### src/hdl/evc_pkg.sv
// ----------------------------------------------------------------------------
// evc_pkg: shared types and constants
// Verdict codes, position type, header layout and the item/result structs
// used by the extended-attribute chain validator.
// ----------------------------------------------------------------------------
`default_nettype none

package evc_pkg;

    localparam int POS_W = 17;

    typedef logic [POS_W-1:0] pos_t;

    typedef enum logic [1:0] {
        VERDICT_OK     = 2'd0,
        VERDICT_NAME   = 2'd1,
        VERDICT_BUFLEN = 2'd2,
        VERDICT_NEXT   = 2'd3
    } verdict_t;

    // header layout, byte positions within an entry
    localparam pos_t POS_NEXT_END   = pos_t'(4);
    localparam pos_t POS_Q_NAMELEN  = pos_t'(4);
    localparam pos_t POS_F_NAMELEN  = pos_t'(5);
    localparam pos_t POS_F_VLEN_LO  = pos_t'(6);
    localparam pos_t POS_F_VLEN_HI  = pos_t'(7);
    localparam pos_t HDR_QUERY      = pos_t'(5);
    localparam pos_t HDR_FULL       = pos_t'(8);
    localparam pos_t POS_MAX        = {POS_W{1'b1}};
    localparam pos_t PAD_MASK       = pos_t'(3);

    typedef struct packed {
        logic [7:0] data;
        logic       last;
    } item_t;

    typedef struct packed {
        logic     valid;
        verdict_t verdict;
    } result_t;

endpackage

`default_nettype wire

### src/hdl/ea_chain_validator.sv
// Path to the verdict: input register, parser logic, result register.
// Throughput: 1 byte per cycle; the parser consumes the input register
// whenever the result register is empty or being drained.
// At most one verdict per buffer; the byte with last_byte set ends the buffer.
// Reset: asynchronous, active low; clears parser state, both valid flags
// and list_kind (full entries).
// ----------------------------------------------------------------------------
// ea_chain_validator: extended-attribute chain validator
// Checks a chained attribute buffer streamed one byte per item and gives
// one verdict per buffer.
// ----------------------------------------------------------------------------
`default_nettype none

module ea_chain_validator (
    input  wire logic       clk,
    input  wire logic       rst_n,
    input  wire logic       cfg_write,
    input  wire logic       cfg_data,
    input  wire logic       in_valid,
    output      logic       in_stall,
    input  wire logic [7:0] data_byte,
    input  wire logic       last_byte,
    output      logic       out_valid,
    input  wire logic       out_stall,
    output      logic [1:0] verdict
);

    logic              list_kind_reg;
    logic              list_kind_next;
    logic              item_valid;
    evc_pkg::item_t    item;
    evc_pkg::result_t  result;
    logic              out_free;
    logic              advance;
    logic              out_valid_reg;
    logic              out_valid_next;
    evc_pkg::verdict_t verdict_reg;

    assign list_kind_next = cfg_write ? cfg_data : list_kind_reg;
    assign out_free       = !out_valid_reg || !out_stall;
    assign advance        = item_valid && out_free;

    evc_in_reg u_in_reg (
        .clk        (clk),
        .rst_n      (rst_n),
        .in_valid   (in_valid),
        .in_stall   (in_stall),
        .data_byte  (data_byte),
        .last_byte  (last_byte),
        .advance    (advance),
        .item_valid (item_valid),
        .item       (item)
    );

    evc_parse u_parse (
        .clk       (clk),
        .rst_n     (rst_n),
        .step      (advance),
        .item      (item),
        .list_kind (list_kind_reg),
        .result    (result)
    );

    always_comb
    begin
        out_valid_next = out_valid_reg;
        if (result.valid)
        begin
            out_valid_next = 1'b1;
        end
        else if (out_free)
        begin
            out_valid_next = 1'b0;
        end
    end

    always_ff @(posedge clk or negedge rst_n)
    begin
        if (!rst_n)
        begin
            list_kind_reg <= 1'b0;
            out_valid_reg <= 1'b0;
        end
        else
        begin
            list_kind_reg <= list_kind_next;
            out_valid_reg <= out_valid_next;
        end
    end

    // load verdict when a result leaves the parser
    always_ff @(posedge clk)
    begin
        if (result.valid)
        begin
            verdict_reg <= result.verdict;
        end
    end

    assign out_valid = out_valid_reg;
    assign verdict   = verdict_reg;

endmodule

`default_nettype wire

### src/hdl/evc_in_reg.sv
// ----------------------------------------------------------------------------
// evc_in_reg: input register
// Captures one buffer byte per cycle and holds it until the parser takes it.
// ----------------------------------------------------------------------------
`default_nettype none

module evc_in_reg (
    input  wire logic          clk,
    input  wire logic          rst_n,
    input  wire logic          in_valid,
    output      logic          in_stall,
    input  wire logic [7:0]    data_byte,
    input  wire logic          last_byte,
    input  wire logic          advance,
    output      logic          item_valid,
    output      evc_pkg::item_t item
);

    logic           valid_reg;
    logic           valid_next;
    evc_pkg::item_t item_reg;
    logic           accept;

    assign in_stall   = valid_reg && !advance;
    assign accept     = in_valid && !in_stall;
    assign item_valid = valid_reg;
    assign item       = item_reg;

    always_comb
    begin
        valid_next = valid_reg;
        if (accept)
        begin
            valid_next = 1'b1;
        end
        else if (advance)
        begin
            valid_next = 1'b0;
        end
    end

    always_ff @(posedge clk or negedge rst_n)
    begin
        if (!rst_n)
        begin
            valid_reg <= 1'b0;
        end
        else
        begin
            valid_reg <= valid_next;
        end
    end

    // load payload on accept
    always_ff @(posedge clk)
    begin
        if (accept)
        begin
            item_reg.data <= data_byte;
            item_reg.last <= last_byte;
        end
    end

endmodule

`default_nettype wire

### src/hdl/evc_parse.sv
// ----------------------------------------------------------------------------
// evc_parse: entry parser
// Holds the per-entry state, captures header fields and checks the name
// terminator, next offset and buffer end for one byte per step.
// ----------------------------------------------------------------------------
`default_nettype none

module evc_parse (
    input  wire logic            clk,
    input  wire logic            rst_n,
    input  wire logic            step,
    input  wire evc_pkg::item_t  item,
    input  wire logic            list_kind,
    output      evc_pkg::result_t result
);

    evc_pkg::pos_t pos_reg;
    evc_pkg::pos_t pos_next;
    logic [31:0]   no_reg;
    logic [31:0]   no_next;
    logic [7:0]    nl_reg;
    logic [7:0]    nl_next;
    logic [15:0]   vl_reg;
    logic [15:0]   vl_next;
    logic          fin_reg;
    logic          fin_next;
    logic          given_reg;
    logic          given_next;

    logic [31:0]   cap_no;
    logic [7:0]    cap_nl;
    logic [15:0]   cap_vl;
    evc_pkg::pos_t hdr;
    evc_pkg::pos_t term;
    evc_pkg::pos_t elen_raw;
    evc_pkg::pos_t elen;
    evc_pkg::pos_t elen_m1;
    logic          fin_cur;
    logic          have;
    evc_pkg::verdict_t verdict;

    // header field capture
    always_comb
    begin
        cap_no = no_reg;
        cap_nl = nl_reg;
        cap_vl = vl_reg;
        if (pos_reg < evc_pkg::POS_NEXT_END)
        begin
            case (pos_reg[1:0])
                2'd0:    cap_no[7:0]   = no_reg[7:0]   | item.data;
                2'd1:    cap_no[15:8]  = no_reg[15:8]  | item.data;
                2'd2:    cap_no[23:16] = no_reg[23:16] | item.data;
                2'd3:    cap_no[31:24] = no_reg[31:24] | item.data;
                default: cap_no = no_reg;
            endcase
        end
        else if (list_kind)
        begin
            if (pos_reg == evc_pkg::POS_Q_NAMELEN)
            begin
                cap_nl = item.data;
            end
        end
        else if (pos_reg == evc_pkg::POS_F_NAMELEN)
        begin
            cap_nl = item.data;
        end
        else if (pos_reg == evc_pkg::POS_F_VLEN_LO)
        begin
            cap_vl[7:0] = item.data;
        end
        else if (pos_reg == evc_pkg::POS_F_VLEN_HI)
        begin
            cap_vl[15:8] = item.data;
        end
    end

    assign hdr      = list_kind ? evc_pkg::HDR_QUERY : evc_pkg::HDR_FULL;
    assign term     = hdr + evc_pkg::pos_t'(cap_nl);
    assign elen_raw = term + evc_pkg::pos_t'(1)
                      + (list_kind ? evc_pkg::pos_t'(0) : evc_pkg::pos_t'(cap_vl));
    assign elen     = (elen_raw + evc_pkg::PAD_MASK) & ~evc_pkg::PAD_MASK;
    assign elen_m1  = elen - evc_pkg::pos_t'(1);

    // checks, in priority order
    always_comb
    begin
        have    = 1'b0;
        verdict = evc_pkg::VERDICT_OK;
        fin_cur = fin_reg;
        if (pos_reg >= hdr)
        begin
            if (pos_reg < term)
            begin
                if (item.data == 8'd0)
                begin
                    have    = 1'b1;
                    verdict = evc_pkg::VERDICT_NAME;
                end
            end
            else if (pos_reg == term)
            begin
                if (item.data != 8'd0)
                begin
                    have    = 1'b1;
                    verdict = evc_pkg::VERDICT_NAME;
                end
                else if (cap_no == 32'd0)
                begin
                    fin_cur = 1'b1;
                end
                else if (cap_no != 32'(elen))
                begin
                    have    = 1'b1;
                    verdict = evc_pkg::VERDICT_NEXT;
                end
            end
            else if (fin_reg && pos_reg >= elen)
            begin
                have    = 1'b1;
                verdict = evc_pkg::VERDICT_BUFLEN;
            end
        end
        if (!have && item.last)
        begin
            have    = 1'b1;
            verdict = (fin_cur && pos_reg == elen_m1) ? evc_pkg::VERDICT_OK
                                                      : evc_pkg::VERDICT_BUFLEN;
        end
    end

    // state update
    always_comb
    begin
        pos_next       = pos_reg;
        no_next        = no_reg;
        nl_next        = nl_reg;
        vl_next        = vl_reg;
        fin_next       = fin_reg;
        given_next     = given_reg;
        result.valid   = 1'b0;
        result.verdict = verdict;
        if (step)
        begin
            if (given_reg)
            begin
                if (item.last)
                begin
                    pos_next   = '0;
                    no_next    = '0;
                    nl_next    = '0;
                    vl_next    = '0;
                    fin_next   = 1'b0;
                    given_next = 1'b0;
                end
            end
            else if (have)
            begin
                result.valid = 1'b1;
                if (item.last)
                begin
                    pos_next   = '0;
                    no_next    = '0;
                    nl_next    = '0;
                    vl_next    = '0;
                    fin_next   = 1'b0;
                    given_next = 1'b0;
                end
                else
                begin
                    no_next    = cap_no;
                    nl_next    = cap_nl;
                    vl_next    = cap_vl;
                    fin_next   = fin_cur;
                    given_next = 1'b1;
                end
            end
            else if (!fin_cur && pos_reg >= term && pos_reg >= elen_m1)
            begin
                // advance to the next entry
                pos_next = '0;
                no_next  = '0;
                nl_next  = '0;
                vl_next  = '0;
                fin_next = 1'b0;
            end
            else
            begin
                no_next  = cap_no;
                nl_next  = cap_nl;
                vl_next  = cap_vl;
                fin_next = fin_cur;
                if (pos_reg != evc_pkg::POS_MAX)
                begin
                    pos_next = pos_reg + evc_pkg::pos_t'(1);
                end
            end
        end
    end

    always_ff @(posedge clk or negedge rst_n)
    begin
        if (!rst_n)
        begin
            pos_reg   <= '0;
            no_reg    <= '0;
            nl_reg    <= '0;
            vl_reg    <= '0;
            fin_reg   <= 1'b0;
            given_reg <= 1'b0;
        end
        else
        begin
            pos_reg   <= pos_next;
            no_reg    <= no_next;
            nl_reg    <= nl_next;
            vl_reg    <= vl_next;
            fin_reg   <= fin_next;
            given_reg <= given_next;
        end
    end

endmodule

`default_nettype wire

### config.mk
export PLATFORM = sky130hd
export DESIGN_NAME = ea_chain_validator
export DESIGN_NICKNAME = d
export VERILOG_FILES = /design/src/hdl/evc_pkg.sv /design/src/hdl/ea_chain_validator.sv /design/src/hdl/evc_in_reg.sv /design/src/hdl/evc_parse.sv
export SDC_FILE = /design/constraint.sdc
export NUM_CORES = 1
export LEC_CHECK = 0
export BUFFER_PORTS_ARGS = -buffer_cell sky130_fd_sc_hd__buf_4
export CORE_MARGIN = 2
export CORE_UTILIZATION = 69
export DETAILED_ROUTE_END_ITERATION = 7
export GPL_TIMING_DRIVEN = 0
export PLACE_DENSITY = 0.87
export SLEW_MARGIN = 40
export SYNTH_ARGS = -nofsm -noshare
export SYNTH_HDL_FRONTEND = slang
export SYNTH_SLANG_ARGS = --single-unit
### constraint.sdc
create_clock -name clk -period 21.5 [get_ports clk]
set_input_delay 2.15 -clock clk [delete_from_list [all_inputs] [get_ports clk]]
set_output_delay 2.15 -clock clk [all_outputs]
set_load 0.01 [all_outputs]
==> results.sh, run 1 <==
export IMPL_status="completed"
export IMPL_final_period_utilization_pct=57.33
export IMPL_die_height_um=107.4
export IMPL_die_w_um=107.4
export IMPL_max_slew_margin_rel_pct=39.01
export IMPL_cpMostUsedCell="ha_1"
export IMPL_postSynthAreaPerCell_um2=8.547
export IMPL_post_synth_inst_count=863
export IMPL_grt_pass1_wl_um=36210
export IMPL_synth_edf_count=11
export IMPL_slew_viol_final=0
export IMPL_cts_sinks=89
export IMPL_min_period_ps=12330
export IMPL_crit_arrival_ps=12600
export IMPL_rsz0062_at_grt="no"
export IMPL_power_density_nw_per_um2=101.4
export IMPL_num_vias=7420
export IMPL_synth_top_family_by_area="compound AO/OA/AOI/OAI gates"
export IMPL_synth_compound_area_share_pct=23.88
export IMPL_via_per_inst=7.183
export IMPL_core_area_um2=10370
export IMPL_cts_resized=0
export IMPL_largest_reg_flops=32
export IMPL_fillers=756
export IMPL_cts_setup_buffers=0
export IMPL_final_area_um2=7905
export IMPL_dieArea_um2=11530
export IMPL_cp_end_kind="flip-flop"
export IMPL_cts_tree="yes"
export IMPL_hpwlAfterDp_um=17310
export IMPL_routedWlPerCell_um=22.48
export IMPL_instances_no_fill=1033
export IMPL_tns_ps=0
export IMPL_drv_cap=0
export IMPL_synth_xor_area_share_pct=6.107
export IMPL_drive_gt1_share_pct=8.807
export IMPL_max_clock_freq_mhz=81.13
export IMPL_ys_types=84
export IMPL_tritoncts_num_buffers=9
export IMPL_port_buffers=18
export IMPL_dpl_cell_count=1017
export IMPL_r2r_end="u_parse.pos_reg[11]"
export IMPL_setup_violations=0
export IMPL_cpPeakStageDelay_ps=750
export IMPL_synthMuxAreaShare_pct=1.103
export IMPL_wl_um=23220
export IMPL_grt_overflow_total=0
export IMPL_clock_latency_ps=410
export IMPL_ant_nets=0
export IMPL_num_io_pins=19
export IMPL_cts_root_buffer="clkbuf_8"
export IMPL_finClkSkew_ps=10.60
export IMPL_worst_pin_slew_ps=907.9
export IMPL_critPathLaunchType="flip-flop"
export IMPL_antenna_found_initial=0
export IMPL_hold_end="u_parse.no_reg[30]"
export IMPL_yosys_area_share_simple_pct=22.36
export IMPL_holdCritStartpoint="u_parse.no_reg[30]"
export IMPL_dr_pass1_iters=6
export IMPL_track_usage_pct=41.41
export IMPL_rr_startpoint="u_parse.pos_reg[16]"
export IMPL_finalHoldViolCount=0
export IMPL_ys_flop_type="dfrtp_1"
export IMPL_p_leak_uw=0.003466
export IMPL_rows=37
export IMPL_area_growth_pct=7.176
export IMPL_initial_core_util_pct=71.13
export IMPL_htreeDepth=3
export IMPL_r2r_setup_slack_ps=9170
export IMPL_crit_slowest_cell="nor4_1"
export IMPL_clk_pin_slew_ps=110
export IMPL_reg2reg_depth=42
export IMPL_synth_area_um2=7376
export IMPL_grt_pass1_vias=6862
export IMPL_cts_hold_buf=0
export IMPL_drc=0
export IMPL_synth_adder_area_share_pct=11.06
export IMPL_holdWs_ps=523.1
export IMPL_antenna_cells=0
export IMPL_place_congestion=1.021
export IMPL_grt_max_degree=79
export IMPL_hp_class="reg -> reg"
export IMPL_critical_path_class="reg -> reg"
export IMPL_path_max_fanout=10
export IMPL_synth_seq_cells=89
export IMPL_clockBufferDepth=2
export IMPL_worstHoldPathCells=2
export IMPL_async_flop_share_pct=87.64
export IMPL_worstSetupStartpoint="u_parse.pos_reg[16]"
export IMPL_yosysSeqAreaShare_pct=30.94
export IMPL_dpl_cell_area_um2=7699
export IMPL_syn_num_nets=941
export IMPL_yosysWarnings=0
export IMPL_peakVddDrop_mv=0.07471
export IMPL_fin_util_pct=76.23
export IMPL_fin_nets=970
export IMPL_crit_required_ps=21780
export IMPL_drtIter0Drc=989
## layout make-up
class	instances	area (um2)	area share [%]
repair buffers	18	138.9	1.757
multi-input cells	692	4772	60.37
well taps	136	170.2	2.153
clock inverters	6	78.83	0.9972
flip-flops and latches	89	2282	28.87
inverters	33	123.9	1.567
clock buffers	10	127.6	1.614
plain buffers	49	211.5	2.675
## routing by layer
| layer | up-vias | part of all wire [%] | track usage [%] |
|---|---|---|---|
| met5 | - | 0 | 0 |
| met4 | 0 | 4.4 | 19.51 |
| met3 | 106 | 12 | 7.203 |
| met2 | 527 | 44 | 61.80 |
| met1 | 3515 | 40 | 58.55 |
| li1 | 3272 | - | - |
## critical path, delay by kind of cell, from the launching register on
kind / cells / cell delay (ps)
AO/OA/AOI/OAI: 13 / 3580
XOR/XNOR: 3 / 590
adder cells (fa/ha/maj): 4 / 1090
buffers and inverters: 7 / 1860
flip-flops: 1 / 560
multiplexers: 1 / 360
AND/OR/NAND/NOR: 14 / 4150
## cell usage in the layout, fill, tap and decap left out, types with 17 or more instances in the layout
| master | count |
|---|---|
| a31oi_1 | 28 |
| xnor2_1 | 30 |
| buf_4 | 17 |
| dfrtp_1 | 78 |
| o21ai_0 | 32 |
| ha_1 | 62 |
| nand2_1 | 83 |
| nor3_1 | 21 |
| clkbuf_1 | 31 |
| nor2_1 | 78 |
| inv_1 | 33 |
| nand3_1 | 39 |
| a22o_1 | 21 |
| a21o_1 | 18 |
| a21oi_1 | 62 |
## cell families after synthesis
group           count (synthesis)
flops                          89
mux                             8
simple gates                  322
xor+xnor                       48
fa+ha+maj                      65
compound gates                249
buf+inv                        82
## per-stage QoR
step,total power [uW],setup WS (ps)
floorplan,532.5,12180
finish,801.6,9174
CTS,780.5,9602
global route,840.9,8845
global placement,637.2,9717
detailed placement,653.0,9683
## worst max path at each step
stage	end	depth (start not counted)
floorplan	u_parse.pos_reg[7]	39
global placement	u_parse.pos_reg[7]	42
detailed placement	u_parse.pos_reg[11]	42
CTS	u_parse.pos_reg[11]	42
global route	u_parse.pos_reg[13]	42
finish	u_parse.pos_reg[11]	42
## Yosys cell counts (all sizes together) (5+ instances only)
| master | n | area share (%) |
|---|---|---|
| nor4 | 19 | 2.0 |
| o21ai | 39 | 2.7 |
| mux2i | 7 | 0.95 |
| a22o | 21 | 2.5 |
| o311ai | 5 | 0.59 |
| nand3 | 40 | 2.9 |
| o41ai | 7 | 1.0 |
| a21oi | 63 | 4.3 |
| nor2 | 79 | 4.1 |
| nand2b | 8 | 0.68 |
| a21o | 18 | 1.8 |
| edfxtp | 11 | 4.5 |
| a31oi | 28 | 2.4 |
| and2 | 10 | 0.85 |
| ha | 62 | 11 |
| dfrtp | 78 | 26 |
| nor3 | 21 | 1.4 |
| or4 | 6 | 0.66 |
| xnor2 | 30 | 3.6 |
| o21a | 7 | 0.71 |
| o211ai | 6 | 0.61 |
| or2 | 6 | 0.51 |
| xor2 | 17 | 2.2 |
| o31ai | 6 | 0.68 |
| and3 | 11 | 0.93 |
| inv | 33 | 1.7 |
| a32o | 5 | 0.68 |
| buf | 18 | 1.3 |
| nor2b | 7 | 0.59 |
| nand2 | 83 | 4.2 |
| a211oi | 8 | 0.88 |
| clkbuf | 31 | 1.6 |
| a41oi | 9 | 1.2 |
| nand4 | 13 | 1.1 |
## power breakdown
group | switching, uW | total (uW) | internal [uW] | leakage (uW)
Clock | 73.5 | 129 | 55.5 | 0.000104
Sequential | 23.8 | 215 | 192 | 0.00118
Combinational | 301 | 457 | 156 | 0.00218
Total | 398 | 802 | 403 | 0.00347
No activity file was read; power rests on OpenSTA's default activity.
==> inputs of run 2 (changes only) <==
--- a/config.mk
+++ b/config.mk
@@ -7,10 +7,10 @@
 export LEC_CHECK = 0
 export BUFFER_PORTS_ARGS = -buffer_cell sky130_fd_sc_hd__buf_4
 export CORE_MARGIN = 2
-export CORE_UTILIZATION = 69
+export CORE_UTILIZATION = 58
 export DETAILED_ROUTE_END_ITERATION = 7
 export GPL_TIMING_DRIVEN = 0
-export PLACE_DENSITY = 0.87
+export PLACE_DENSITY = 0.78
 export SLEW_MARGIN = 40
 export SYNTH_ARGS = -nofsm -noshare
 export SYNTH_HDL_FRONTEND = slang
==> constraint.sdc (replaced) <==
create_clock -name clk -period 9.95 [get_ports clk]
set_input_delay 0.995 -clock clk [delete_from_list [all_inputs] [get_ports clk]]
set_output_delay 0.995 -clock clk [all_outputs]
set_load 0.01 [all_outputs]
==> run 2 against run 1 <==
Cell area up 7.3%; die area is 18% higher; non-clock buffer count up 19; highest routed layer unchanged.
==> results.sh, run 2 (synthesis results as in run 1) <==
export IMPL_crit_required_ps=10180
export IMPL_port_buffers=18
export IMPL_cp_end_kind="flip-flop"
export IMPL_core_area_um2=12520
export IMPL_grt_overflow_total=0
export IMPL_reg2reg_depth=38
export IMPL_drv_cap=0
export IMPL_cts_sinks=89
export IMPL_peakVddDrop_mv=0.1447
export IMPL_place_congestion=1.046
export IMPL_grt_max_degree=79
export IMPL_power_density_nw_per_um2=218.4
export IMPL_critPathLaunchType="flip-flop"
export IMPL_instances_no_fill=1088
export IMPL_r2r_setup_slack_ps=370
export IMPL_setup_slack_ps=374.4
export IMPL_grt_pass1_vias=6385
export IMPL_r2r_end="u_parse.pos_reg[7]"
export IMPL_via_per_inst=6.590
export IMPL_track_usage_pct=33.48
export IMPL_tritoncts_num_buffers=9
export IMPL_drtIter0Drc=781
export IMPL_num_io_pins=19
export IMPL_cts_hold_buf=0
export IMPL_final_period_utilization_pct=96.24
export IMPL_hp_class="reg -> reg"
export IMPL_drive_gt1_share_pct=14.96
export IMPL_status="completed"
export IMPL_cpPeakStageDelay_ps=520
export IMPL_slew_viol_final=0
export IMPL_dpl_cell_count=1053
export IMPL_rows=41
export IMPL_dr_pass1_iters=6
export IMPL_wl_um=22430
export IMPL_clk_pin_slew_ps=70
export IMPL_clock_latency_ps=360
export IMPL_fin_nets=989
export IMPL_max_slew_margin_rel_pct=48.06
export IMPL_holdCritStartpoint="u_parse.no_reg[2]"
export IMPL_final_common_cell="nand2_1"
export IMPL_die_height_um=116.8
export IMPL_rr_startpoint="u_parse.pos_reg[16]"
export IMPL_crit_arrival_ps=9810
export IMPL_setup_violations=0
export IMPL_worstHoldPathCells=2
export IMPL_final_cell_mix="nand2_1, nor2_1, dfrtp_1"
export IMPL_grt_pass1_wl_um=34500
export IMPL_htreeDepth=3
export IMPL_cpMostUsedCell="nand2_1"
export IMPL_tns_ps=0
export IMPL_area_growth_pct=15.01
export IMPL_clockBufferDepth=2
export IMPL_cts_tree="yes"
export IMPL_dpl_worst_slack_ps=-1791
export IMPL_antenna_found_initial=0
export IMPL_fin_total_pwr_uw=1853
export IMPL_antenna_cells=0
export IMPL_routedWlPerCell_um=20.62
export IMPL_cts_root_buffer="clkbuf_16"
export IMPL_hpwlAfterDp_um=16110
export IMPL_die_w_um=116.8
export IMPL_crit_slowest_cell="dfrtp_1"
export IMPL_finClkSkew_ps=6.800
export IMPL_initial_core_util_pct=58.93
export IMPL_fin_util_pct=67.77
export IMPL_critical_path_class="reg -> reg"
export IMPL_largest_reg_flops=32
export IMPL_finalHoldViolCount=0
export IMPL_drc=0
export IMPL_dieArea_um2=13640
export IMPL_min_period_ps=9576
export IMPL_p_leak_uw=0.003666
export IMPL_worst_pin_slew_ps=779.1
export IMPL_ant_nets=0
export IMPL_num_vias=7170
export IMPL_hold_end="u_parse.no_reg[2]"
export IMPL_max_clock_freq_mhz=104.4
export IMPL_path_max_fanout=10
-- run 2: report_power, final --
group | leakage (uW) | total (uW) | switching (uW) | internal (uW)
combinational | 0.00234 | 1020 | 653 | 371
clock | 0.000155 | 364 | 153 | 211
sequential | 0.00117 | 465 | 49.6 | 415
-- run 2: worst max-delay path by stage --
stage,from,end,slack [ps],cells past startpoint
6_report,u_parse.pos_reg[16],u_parse.pos_reg[7],370,38
5_1_grt,u_parse.pos_reg[16],u_parse.pos_reg[13],-30,38
4_1_cts,u_parse.pos_reg[15],u_parse.pos_reg[9],20,39
3_5_place_dp,u_parse.pos_reg[12],u_parse.pos_reg[7],-1790,42
3_3_place_gp,u_parse.pos_reg[12],u_parse.pos_reg[15],-1870,42
2_1_floorplan,u_parse.pos_reg[12],u_parse.pos_reg[7],630,39
-- run 2: final cells by class --
cell class | count | area, um2
Multi-Input combinational cell | 692 | 5022
Tap cell | 172 | 215.2
Clock inverter | 5 | 61.31
Buffer | 48 | 224.0
Clock buffer | 11 | 254.0
Fill cell | 1032 | 4034
Timing Repair Buffer | 38 | 289.0
Sequential cell | 89 | 2293
Inverter | 33 | 123.9
-- run 2: through the flow --
step | area [um2] | hold slack [ps]
finish | 8483 | 496.7
global route | 8483 | 528.5
CTS | 8272 | 499.8
detailed placement | 7735 | 484.8
global placement | 7726 | 470.0
floorplan | 7376 | 455.7
-- run 2: metal layers --
metal | up-vias | global-route usage (%) | wire length (um)
li1 | 3310 | - | -
met5 | - | 0 | 0
met4 | 0 | 14.82 | 884
met3 | 67 | 7.158 | 2137
met2 | 410 | 49.71 | 9952
met1 | 3383 | 47.26 | 9456
-- run 2: critical path, delay by kind of cell (launching register included) --
kind	cells	cell delay, ps
fa+ha+maj	4	1300
flops	1	520
simple gates	18	3980
xor+xnor	3	590
buf+inv	4	800
compound gates	8	1900
mux	1	340
-- run 2: timing repair --
action	4_1_cts	5_1_grt
endpoints found under the hold margin	0	0
resized for setup	30	30
setup buffers	8	12
setup endpoints to repair	74	73
pin swaps	7	14
==> inputs of run 3 (changes only) <==
--- a/config.mk
+++ b/config.mk
@@ -6,12 +6,13 @@
 export NUM_CORES = 1
 export LEC_CHECK = 0
 export BUFFER_PORTS_ARGS = -buffer_cell sky130_fd_sc_hd__buf_4
+export CORE_ASPECT_RATIO = 2
 export CORE_MARGIN = 2
-export CORE_UTILIZATION = 58
+export CORE_UTILIZATION = 59
+export CTS_BUF_LIST = sky130_fd_sc_hd__clkbuf_2
 export DETAILED_ROUTE_END_ITERATION = 7
 export GPL_TIMING_DRIVEN = 0
-export PLACE_DENSITY = 0.78
-export SLEW_MARGIN = 40
+export PLACE_DENSITY = 0.79
 export SYNTH_ARGS = -nofsm -noshare
 export SYNTH_HDL_FRONTEND = slang
 export SYNTH_SLANG_ARGS = --single-unit
==> run 3 against run 2 <==
Routed wire length is 17% higher; via count grew 4.6%; cell count shrank 0.55%; critical path depth increased by 3; clock power fell by 46%; sequential share of layout area up 0.40 points; register-to-register slack got worse by 70 ps; largest cell class unchanged; sequential cell count did not move.
==> results.sh, run 3 (synthesis results as in run 1) <==
export IMPL_status="completed"
export IMPL_critical_path_class="reg -> reg"
export IMPL_setup_slack_ps=305.4
export IMPL_peakVddDrop_mv=0.1767
export IMPL_htreeDepth=3
export IMPL_cts_sinks=89
export IMPL_cpPeakStageDelay_ps=560
export IMPL_num_io_pins=19
export IMPL_max_clock_freq_mhz=103.7
export IMPL_tritoncts_num_buffers=9
export IMPL_crit_slowest_cell="dfrtp_1"
export IMPL_drc=0
export IMPL_drv_cap=0
export IMPL_multi_input_area_um2=5005
export IMPL_core_area_um2=12200
export IMPL_setup_violations=0
export IMPL_cts_root_buffer="clkbuf_2"
export IMPL_grt_max_degree=79
export IMPL_finClkSkew_ps=49.37
export IMPL_dpl_worst_slack_ps=-2421
export IMPL_grt_pass1_vias=7460
export IMPL_dr_pass1_iters=5
export IMPL_via_per_inst=6.933
export IMPL_cp_end_kind="flip-flop"
export IMPL_worst_pin_slew_ps=1208
export IMPL_crit_required_ps=10520
export IMPL_final_common_cell="nand2_1"
export IMPL_place_congestion=0.9920
export IMPL_largest_reg_flops=32
export IMPL_p_leak_uw=0.003660
export IMPL_power_density_nw_per_um2=210.4
export IMPL_max_slew_margin_rel_pct=17.40
export IMPL_clk_pin_slew_ps=310
export IMPL_clockBufferDepth=2
export IMPL_cts_tree="yes"
export IMPL_dpl_cell_count=1028
export IMPL_path_max_fanout=10
export IMPL_drive_gt1_share_pct=17.02
export IMPL_final_area_um2=8369
export IMPL_initial_core_util_pct=60.48
export IMPL_final_period_utilization_pct=96.93
export IMPL_instances_no_fill=1082
export IMPL_finalHoldViolCount=0
export IMPL_register_area_um2=2296
export IMPL_grt_pass1_wl_um=39960
export IMPL_min_period_ps=9645
export IMPL_routedWlPerCell_um=24.16
export IMPL_track_usage_pct=38.57
export IMPL_final_cell_mix="nand2_1, nor2_1, dfrtp_1"
export IMPL_fin_total_pwr_uw=1761
export IMPL_port_buffers=18
export IMPL_die_w_um=83.06
export IMPL_fin_nets=1007
export IMPL_critPathLaunchType="flip-flop"
export IMPL_num_vias=7501
export IMPL_holdWs_ps=453.7
export IMPL_area_growth_pct=13.47
export IMPL_cpMostUsedCell="buf_4"
export IMPL_hpwlAfterDp_um=19340
export IMPL_clock_latency_ps=640
export IMPL_drtIter0Drc=657
export IMPL_antenna_found_initial=1
export IMPL_fillers=1039
export IMPL_crit_family="simple AND/OR/NAND/NOR gates"
export IMPL_crit_arrival_ps=10210
export IMPL_die_height_um=162.1
export IMPL_critPathBufInv=8
export IMPL_ant_nets=0
export IMPL_grt_overflow_total=0
export IMPL_wl_um=26140
export IMPL_slew_viol_final=0
export IMPL_dpl_cell_area_um2=7695
export IMPL_rows=57
export IMPL_hp_class="in -> async"
export IMPL_dieArea_um2=13470
==> run 3: timing repair <==
action | 4_1_cts | 5_1_grt
gates resized for setup | 43 | 20
pin swaps | 10 | 13
endpoints found under the setup margin | 76 | 73
buffers inserted | 22 | 17
hold buffers | 0 | 0
==> run 3: power breakdown <==
part | leakage (uW) | switching [uW] | total [uW] | internal, uW
Clock | 0.0000730 | 155 | 197 | 41.7
Sequential | 0.00116 | 49.5 | 464 | 415
Combinational | 0.00242 | 721 | 1100 | 379
==> run 3: layout make-up <==
cell class | count | area share [%]
inverters | 33 | 1.480
plain buffers | 47 | 2.631
diodes | 1 | 0.02990
clock buffers | 9 | 0.5382
repair buffers | 57 | 5.113
flip-flops and latches | 89 | 27.43
well taps | 147 | 2.198
clock inverters | 7 | 0.7774
multi-input cells | 692 | 59.80
==> run 3: worst paths after layout <==
path / startpoint / slack, ps / depth (start not counted) / endpoint
max: u_parse.pos_reg[1] / 310 / 41 / u_parse.no_reg[27]
min: rst_n / 450 / 1 / out_valid
max reg2reg: u_parse.pos_reg[1] / 310 / 41 / u_parse.no_reg[27]
min reg2reg: u_parse.no_reg[30] / 530 / 2 / u_parse.no_reg[30]
max in group asynchronous: rst_n / 8790 / 1 / u_parse.nl_reg[0]
min in group clk: cfg_write / 470 / 2 / list_kind_reg
==> run 3: per-layer routing <==
layer / global-route usage (%) / up-vias / share of wire (%)
met1: 38.84 / 3557 / 33
met5: 0 / - / 0
met3: 4.929 / 165 / 5.9
met2: 67.01 / 431 / 49
li1: - / 3348 / -
met4: 37.11 / 0 / 12
==> run 3: stage by stage <==
step / utilization (%) / setup TNS, ps
after floorplan: - / 0
after global placement: 63.10 / -157050
after detailed placement: 63.10 / -164100
after CTS: 66.94 / 0
after global routing: 68.63 / -223.6
final: 68.63 / 0
